--- config.mk ---
export PLATFORM = sky130hd
export DESIGN_NAME = button_debounce_autorepeat_idle
export DESIGN_NICKNAME = d
export VERILOG_FILES = /design/src/rtl/core/bda_pkg.sv /design/src/rtl/core/bda_engine.sv /design/src/rtl/core/button_debounce_autorepeat_idle.sv
export SDC_FILE = /design/constraint.sdc
export NUM_CORES = 1
export LEC_CHECK = 0
export BUFFER_PORTS_ARGS = -buffer_cell sky130_fd_sc_hd__buf_4
export CORE_UTILIZATION = 45
export CTS_CLUSTER_SIZE = 20
export DETAILED_ROUTE_END_ITERATION = 12
export GPL_TIMING_DRIVEN = 0
export SLEW_MARGIN = 20
export SYNTH_ARGS = -nofsm -noshare
export SYNTH_HDL_FRONTEND = slang
export SYNTH_HIERARCHICAL = 1
export SYNTH_SLANG_ARGS = --single-unit
--- constraint.sdc ---
create_clock -name clk -period 6.25 [get_ports clk]
set_input_delay 1.25 -clock clk [delete_from_list [all_inputs] [get_ports clk]]
set_output_delay 1.25 -clock clk [all_outputs]
set_load 0.01 [all_outputs]
--- src/rtl/core/bda_pkg.sv ---
// Shared types, constants and event mapping for the button debounce block.
package bda_pkg;

  // Number of buttons and the width of a button index
  localparam int BUTTON_COUNT = 3;
  localparam int BtnW = (BUTTON_COUNT > 1) ? $clog2(BUTTON_COUNT) : 1;

  // Menu event codes
  localparam logic [1:0] EV_NONE   = 2'd0;
  localparam logic [1:0] EV_NEXT   = 2'd1;
  localparam logic [1:0] EV_PREV   = 2'd2;
  localparam logic [1:0] EV_SELECT = 2'd3;

  // Register indexes on the configuration port
  localparam logic [2:0] REG_DEBOUNCE   = 3'd0;
  localparam logic [2:0] REG_INIT_REP   = 3'd1;
  localparam logic [2:0] REG_MIN_REP    = 3'd2;
  localparam logic [2:0] REG_ACCEL      = 3'd3;
  localparam logic [2:0] REG_SLEEP      = 3'd4;
  localparam logic [2:0] REG_SWAP       = 3'd5;

  // Reset values of the registers
  localparam logic [15:0] DEBOUNCE_RST = 16'd20;
  localparam logic [15:0] INIT_REP_RST = 16'd500;
  localparam logic [15:0] MIN_REP_RST  = 16'd50;
  localparam logic [3:0]  ACCEL_RST    = 4'd3;
  localparam logic [31:0] SLEEP_RST    = 32'd60000;

  typedef logic [BUTTON_COUNT-1:0] levels_t;

  typedef struct packed {
    logic [15:0] debounce_ticks;
    logic [15:0] initial_repeat_ticks;
    logic [15:0] min_repeat_ticks;
    logic [3:0]  accel_shift;
    logic [31:0] idle_limit;
    logic        nav_swap;
  } cfg_t;

  // Map a button to its menu event
  function automatic logic [1:0] event_of(input logic [BtnW-1:0] button, input logic swap);
    logic [1:0] ev;
    if (button == BtnW'(0)) begin
      ev = swap ? EV_PREV : EV_NEXT;
    end else if (button == BtnW'(1)) begin
      ev = swap ? EV_NEXT : EV_PREV;
    end else begin
      ev = EV_SELECT;
    end
    return ev;
  endfunction

endpackage

--- src/rtl/core/bda_engine.sv ---
// Per-tick state update: edge detect, debounce, auto-repeat and idle blanking.
module bda_engine
  import bda_pkg::*;
(
  input  logic       clk,
  input  logic       rst,
  input  logic       step,
  input  levels_t    levels,
  input  cfg_t       cfg,
  output logic [1:0] menu_event,
  output logic       screen_blank
);

  levels_t          prev_levels, prev_levels_next;
  logic [BtnW-1:0]  chosen, chosen_next;
  logic             deb_run, deb_run_next;
  logic [15:0]      deb_left, deb_left_next;
  logic             rep_run, rep_run_next;
  logic [15:0]      rep_left, rep_left_next;
  logic [15:0]      rep_period, rep_period_next;
  logic [31:0]      idle_count, idle_count_next;
  logic             asleep, asleep_next;

  levels_t          changed;
  logic             fired;
  logic [1:0]       ev_raw;
  logic [1:0]       ev_out;
  logic [15:0]      shrunk;

  assign changed = levels ^ prev_levels;
  assign shrunk  = rep_period - (rep_period >> cfg.accel_shift);

  // Work out the next state and the event of this tick
  always_comb begin
    prev_levels_next = levels;
    chosen_next      = chosen;
    deb_run_next     = deb_run;
    deb_left_next    = deb_left;
    rep_run_next     = rep_run;
    rep_left_next    = rep_left;
    rep_period_next  = rep_period;
    idle_count_next  = idle_count;
    asleep_next      = asleep;
    fired            = 1'b0;
    ev_raw           = EV_NONE;

    // Restart the debounce on any edge; the highest changed button wins
    if (changed != '0) begin
      for (int i = 0; i < BUTTON_COUNT; i++) begin
        if (changed[i]) begin
          chosen_next = BtnW'(i);
        end
      end
      deb_run_next  = 1'b1;
      deb_left_next = cfg.debounce_ticks;
    end else if (deb_run) begin
      if (deb_left <= 16'd1) begin
        deb_left_next = '0;
        deb_run_next  = 1'b0;
        fired         = 1'b1;
        if (!levels[chosen]) begin
          ev_raw = event_of(chosen, cfg.nav_swap);
          if (ev_raw != EV_SELECT) begin
            rep_period_next = cfg.initial_repeat_ticks;
            rep_left_next   = cfg.initial_repeat_ticks;
            rep_run_next    = 1'b1;
          end
        end else begin
          rep_run_next = 1'b0;
        end
      end else begin
        deb_left_next = deb_left - 16'd1;
      end
    end

    // Advance the auto-repeat unless the debounce fired this tick
    if (!fired && rep_run) begin
      if (rep_left <= 16'd1) begin
        rep_period_next = (shrunk < cfg.min_repeat_ticks) ? cfg.min_repeat_ticks : shrunk;
        rep_left_next   = rep_period_next;
        ev_raw          = event_of(chosen_next, cfg.nav_swap);
      end else begin
        rep_left_next = rep_left - 16'd1;
      end
    end

    // Track idle time; swallow the first event while blanked
    ev_out = ev_raw;
    if (ev_raw != EV_NONE) begin
      idle_count_next = '0;
      if (asleep) begin
        asleep_next = 1'b0;
        ev_out      = EV_NONE;
      end
    end else begin
      if (idle_count != '1) begin
        idle_count_next = idle_count + 32'd1;
      end
      if (!asleep && cfg.idle_limit != '0 && idle_count_next > cfg.idle_limit) begin
        asleep_next = 1'b1;
      end
    end
  end

  assign menu_event   = ev_out;
  assign screen_blank = asleep_next;

  // Hold state between words, update once per accepted word
  always_ff @(posedge clk) begin
    if (rst) begin
      prev_levels <= '1;
      chosen      <= '0;
      deb_run     <= 1'b0;
      deb_left    <= '0;
      rep_run     <= 1'b0;
      rep_left    <= '0;
      rep_period  <= '0;
      idle_count  <= '0;
      asleep      <= 1'b0;
    end else if (step) begin
      prev_levels <= prev_levels_next;
      chosen      <= chosen_next;
      deb_run     <= deb_run_next;
      deb_left    <= deb_left_next;
      rep_run     <= rep_run_next;
      rep_left    <= rep_left_next;
      rep_period  <= rep_period_next;
      idle_count  <= idle_count_next;
      asleep      <= asleep_next;
    end
  end

`ifndef NO_ASSERTIONS
  // Debounce ends only after its countdown has run out
  a_deb_end: assert property (@(posedge clk) disable iff (rst)
    $fell(deb_run) |-> $past(deb_left) <= 16'd1)
    else $error("debounce stopped early");

  // A tick with a raw event clears the idle counter
  a_idle_clr: assert property (@(posedge clk) disable iff (rst)
    step && ev_raw != EV_NONE |=> idle_count == '0)
    else $error("idle counter not cleared by event");

  // Blanking starts only with blanking enabled
  a_sleep_en: assert property (@(posedge clk) disable iff (rst)
    $rose(asleep) |-> $past(cfg.idle_limit) != '0)
    else $error("blanked with blanking disabled");

  // The waking event never reaches the output
  a_wake: assert property (@(posedge clk) disable iff (rst)
    step && asleep |-> menu_event == EV_NONE || !asleep_next)
    else $error("event passed while blanked");
`endif

endmodule

--- src/rtl/core/button_debounce_autorepeat_idle.sv ---
// Top level: configuration registers, input and result registers around the tick engine.
// Each input word is one timer tick carrying the raw active-low button levels; each
// accepted word gives exactly one result word (menu event and screen blank flag). A word
// can be accepted every cycle while the result register is not stalled; the word sits in
// the input register, then the edge that moves it on loads the result register. The whole
// per-tick update (debounce and repeat countdowns, repeat acceleration, idle counter)
// is a single pass of logic between those two registers. The result register stalls
// on out_ready and the input register fills behind it. Configuration registers sit on
// an APB port at byte addresses 4*i and should be written only while the block is idle.
module button_debounce_autorepeat_idle
  import bda_pkg::*;
(
  input  logic        clk,
  input  logic        rst,
  // configuration port
  input  logic        psel,
  input  logic        penable,
  input  logic        pwrite,
  input  logic [4:0]  paddr,
  input  logic [31:0] pwdata,
  output logic [31:0] prdata,
  output logic        pready,
  // tick input
  input  logic        in_valid,
  output logic        in_ready,
  input  logic [2:0]  button_levels,
  // result output
  output logic        out_valid,
  input  logic        out_ready,
  output logic [1:0]  menu_event,
  output logic        screen_blank
);

  cfg_t        cfg;
  logic [2:0]  reg_idx;
  logic        cfg_wr;
  logic        lvl_valid;
  levels_t     lvl;
  logic        advance;
  logic [1:0]  eng_event;
  logic        eng_blank;

  assign pready  = 1'b1;
  assign reg_idx = paddr[4:2];
  assign cfg_wr  = psel && penable && pwrite;

  // Write configuration registers
  always_ff @(posedge clk) begin
    if (rst) begin
      cfg.debounce_ticks       <= DEBOUNCE_RST;
      cfg.initial_repeat_ticks <= INIT_REP_RST;
      cfg.min_repeat_ticks     <= MIN_REP_RST;
      cfg.accel_shift          <= ACCEL_RST;
      cfg.idle_limit           <= SLEEP_RST;
      cfg.nav_swap             <= 1'b0;
    end else if (cfg_wr) begin
      case (reg_idx)
        REG_DEBOUNCE: cfg.debounce_ticks       <= pwdata[15:0];
        REG_INIT_REP: cfg.initial_repeat_ticks <= pwdata[15:0];
        REG_MIN_REP:  cfg.min_repeat_ticks     <= pwdata[15:0];
        REG_ACCEL:    cfg.accel_shift          <= pwdata[3:0];
        REG_SLEEP:    cfg.idle_limit           <= pwdata;
        REG_SWAP:     cfg.nav_swap             <= pwdata[0];
        default: ;
      endcase
    end
  end

  // Read back configuration registers
  always_comb begin
    case (reg_idx)
      REG_DEBOUNCE: prdata = {16'd0, cfg.debounce_ticks};
      REG_INIT_REP: prdata = {16'd0, cfg.initial_repeat_ticks};
      REG_MIN_REP:  prdata = {16'd0, cfg.min_repeat_ticks};
      REG_ACCEL:    prdata = {28'd0, cfg.accel_shift};
      REG_SLEEP:    prdata = cfg.idle_limit;
      REG_SWAP:     prdata = {31'd0, cfg.nav_swap};
      default:      prdata = '0;
    endcase
  end

  // Move a word from the input register to the result register when there is room
  assign advance  = lvl_valid && (!out_valid || out_ready);
  assign in_ready = !lvl_valid || advance;

  // Capture the incoming word
  always_ff @(posedge clk) begin
    if (rst) begin
      lvl_valid <= 1'b0;
    end else if (in_ready) begin
      lvl_valid <= in_valid;
    end
  end

  always_ff @(posedge clk) begin
    if (in_ready && in_valid) begin
      lvl <= button_levels[BUTTON_COUNT-1:0];
    end
  end

  bda_engine u_engine (
    .clk          (clk),
    .rst          (rst),
    .step         (advance),
    .levels       (lvl),
    .cfg          (cfg),
    .menu_event   (eng_event),
    .screen_blank (eng_blank)
  );

  // Hold the result word until it is taken
  always_ff @(posedge clk) begin
    if (rst) begin
      out_valid <= 1'b0;
    end else if (advance) begin
      out_valid <= 1'b1;
    end else if (out_ready) begin
      out_valid <= 1'b0;
    end
  end

  always_ff @(posedge clk) begin
    if (advance) begin
      menu_event   <= eng_event;
      screen_blank <= eng_blank;
    end
  end

endmodule
==> impl_metrics.py <==
metrics = {
    "global_routing": {
        "grt_pass1_vias": 11700,
        "overflow": 0,
        "grt_max_degree": 19,
        "track_usage": 0.310,
        "antenna_found_initial": 0,
        "grt_pass1_wl_um": 67800,
    },
    "critical_path": {
        "worstSetupPathType": "flop to flop",
        "critical_path_arrival_ns": 6.26,
        "cp_num_buf_inv": 4,
        "endpoint_kind": "flop",
        "worstPathRequired_ns": 6.59,
        "max_stage_delay_ns": 0.44,
        "worstPathCellList": "clkbuf_1, inv_1, clkbuf_1, o211ai_1, o211ai_1, o21ai_0, mux2_2, ha_1, fa_1, nand2b_1, a21oi_1, o21ai_1, o31ai_1, nor2_1, ha_1, nand4_1, a211o_1, a211o_1, nand2_2, clkbuf_2, mux2i_1, o211ai_1, o211a_1",
        "critical_path.most_common_cell": "o211ai_1",
        "rr_startpoint": "cfg[33]$_SDFFE_PP1P_",
        "cp_max_fo": 10,
        "crit_family": "compound AO/OA/AOI/OAI gates",
        "cp_slowest_cell": "o31ai_1",
        "cp-start-kind": "flop",
        "setup.worst_path.start": "cfg[33]$_SDFFE_PP1P_",
    },
    "timing": {
        "setup_viol": 0,
        "finalHoldViolCount": 0,
        "max_freq_mhz": 169,
        "fin_skew_ns": 0.0198,
        "finalCritPeriodShare": 0.947,
        "worst_pin_slew_ns": 1.04,
        "min_period_ns": 5.92,
        "rsz0062_at_grt": "true",
        "max-slew-margin-rel": 0.301,
        "slew_violations": 0,
    },
    "clock_network": {
        "tritoncts": "built",
        "numCtsBuffers": 17,
        "insertion_delay_ns": 0.46,
        "cts_sinks": 181,
        "htreeDepth": 4,
        "cts_root_buf": "clkbuf_16",
        "cts.path.max_buffers": 2,
        "postCtsSetupBuffers": 0,
        "clkTransAtPathRegs_ns": 0.08,
    },
    "placement": {
        "port_buffers": 79,
        "globalplace.congestion": 0.934,
        "dpl.hpwl_um": 34100,
        "dp_cells": 2052,
    },
    "finish": {
        "regArea_sq_um": 3680,
        "layout_commonest_cell": "dfxtp_1",
        "antenna_cells": 0,
        "n_fill_cell": 2782,
        "final_cells": 2083,
        "layout_common_cells": "dfxtp_1 (174), nor2_1 (136), nand2_1 (121)",
        "synthToLayoutAreaGrowth_pct": 13.3,
        "nets": 1808,
        "multi_input_area_sq_um": 8230,
        "drive_gt1_frac": 0.109,
    },
    "status": {
        "outcome": "finished, final reports clean",
    },
    "die": {
        "die_h_um": 170,
        "pin_count": 85,
        "start_util": 0.457,
        "fp.dieW_um": 170,
        "coreArea_sq_um": 27700,
        "die-area_sq_um": 28800,
        "rows": 61,
    },
    "routing": {
        "routed_via_density": 5.99,
        "top_layer": "met4",
        "drt_iter0_markers": 1268,
        "num_vias": 12500,
        "drt-total-wl_um": 44200,
        "wl_per_cell_um": 21.2,
        "dr.pass1.iters": 6,
        "wl_met3_um": 2590,
        "ant_nets": 0,
        "drc_errors": 0,
        "m1WireLength_um": 19000,
        "wl_met2_um": 21400,
    },
    "synth": {
        "synth_edf_count": 6,
        "yosysSeqAreaShare": 0.291,
        "ys_types": 84,
        "yosys-top-cells-area": "dfxtp_1 (28%), mux2i_1 (7.8%), ha_1 (6.7%)",
        "synth_top_area_frac": 0.277,
        "synth_area_sq_um": 12600,
        "synth_ff_type": "dfxtp_1",
        "synth-async-reset-ratio": 0,
        "yosysWarnings": 6,
        "synth_seq_cells": 181,
        "syn_nets": 1711,
        "syn_inst": 1595,
        "syn_avg_cell_area_sq_um": 7.93,
        "synth_largest_area_cell": "dfxtp_1",
    },
    "min_path": {
        "min_from": "u_engine/deb_run$_SDFFE_PP0P_",
        "hold_path.class": "flop to flop",
    },
    "power": {
        "p_leak_nw": 5.99,
        "total_power_w": 0.00283,
        "max-vdd-ir-drop_uv": 180,
        "power_density_nw_per_um2": 198,
    },
    "job": {
        "drv_cap": 0,
    },
}
per-layer routing:
layer / up-vias / GRT usage
met3: 58 / 0.0487
met4: 0 / 0.0991
met1: 6023 / 0.394
met5: - / 0
met2: 422 / 0.532
li1: 5984 / -
logic make-up (layout without fill, tap and decap cells):
group,after synthesis,count (layout),share of synthesized area
AO/OA/AOI/OAI,434,434,0.216
XOR/XNOR,49,49,0.0339
adder cells (fa/ha/maj),69,69,0.0688
buffers and inverters,174,284,0.0593
flip-flops,181,181,0.291
multiplexers,113,113,0.0921
other,1,1,0.000296
AND/OR/NAND/NOR,574,574,0.239
sequential cells by signal (all words and copies together) (netlist names):
| signal | count |
|---|---|
| cfg | 85 |
| lvl | 3 |
| lvl_valid | 1 |
| menu_event | 2 |
| out_valid | 1 |
| screen_blank | 1 |
| u_engine/asleep | 1 |
| u_engine/chosen | 2 |
| u_engine/deb_left | 16 |
| u_engine/deb_run | 1 |
| u_engine/idle_count | 32 |
| u_engine/prev_levels | 3 |
| u_engine/rep_left | 16 |
| u_engine/rep_period | 16 |
| u_engine/rep_run | 1 |
final timing paths:
kind	end	slack [ns]	cells after the start
worst max-delay path	u_engine/rep_left[3]$_SDFFE_PP0P_	0.33	23
worst min-delay path	u_engine/deb_run$_SDFFE_PP0P_	0.49	2
worst max register to register	u_engine/rep_left[3]$_SDFFE_PP0P_	0.33	23
worst min register to register	u_engine/deb_run$_SDFFE_PP0P_	0.49	2
where the power goes:
part           total, W  internal (W)  switching, W
clock network   0.00113      0.000583      0.000551
logic          0.000510      0.000185      0.000325
registers       0.00119       0.00117     0.0000165
synthesized netlist by cell type, types with 29 or more instances:
cell,instances
a21oi_1,119
clkbuf_1,60
dfxtp_1,175
ha_1,68
inv_1,76
mux2i_1,98
nand2_1,122
nand2b_1,61
nand3_1,44
nor2_1,136
nor3_1,30
o21ai_0,112
o31ai_1,29
xnor2_1,32
tightest hold or removal path: stages (launching register included):
cell and delay [ns]:
dfxtp_1 0.33, nand2_1 0.06, a21oi_1 0.06
per-stage QoR:
stage	cell area (sq um)	utilization	setup TNS, ns	setup slack (ns)	hold slack [ns]
2_1_floorplan	12600	-	0	0.945	0.449
3_3_place_gp	13700	0.495	-0.401	-0.227	0.464
3_5_place_dp	13700	0.495	-0.723	-0.263	0.466
4_1_cts	14300	0.517	0	0.0184	0.477
5_1_grt	14300	0.517	-0.0194	-0.0194	0.511
6_report	14300	0.517	0	0.332	0.486
cell type report:
cell class	count	area share
Clock buffer	18	0.0306
Tap cell	378	0.0330
Sequential cell	181	0.257
Clock inverter	14	0.0115
Timing Repair Buffer	79	0.0414
Inverter	76	0.0199
Buffer	97	0.0323
Multi-Input combinational cell	1240	0.574
timing repair:
action,4_1_cts,5_1_grt
setup endpoints to repair,8,12
resized for setup,1,6
hold buffers,0,0
No activity file was read; power rests on OpenSTA's default activity.
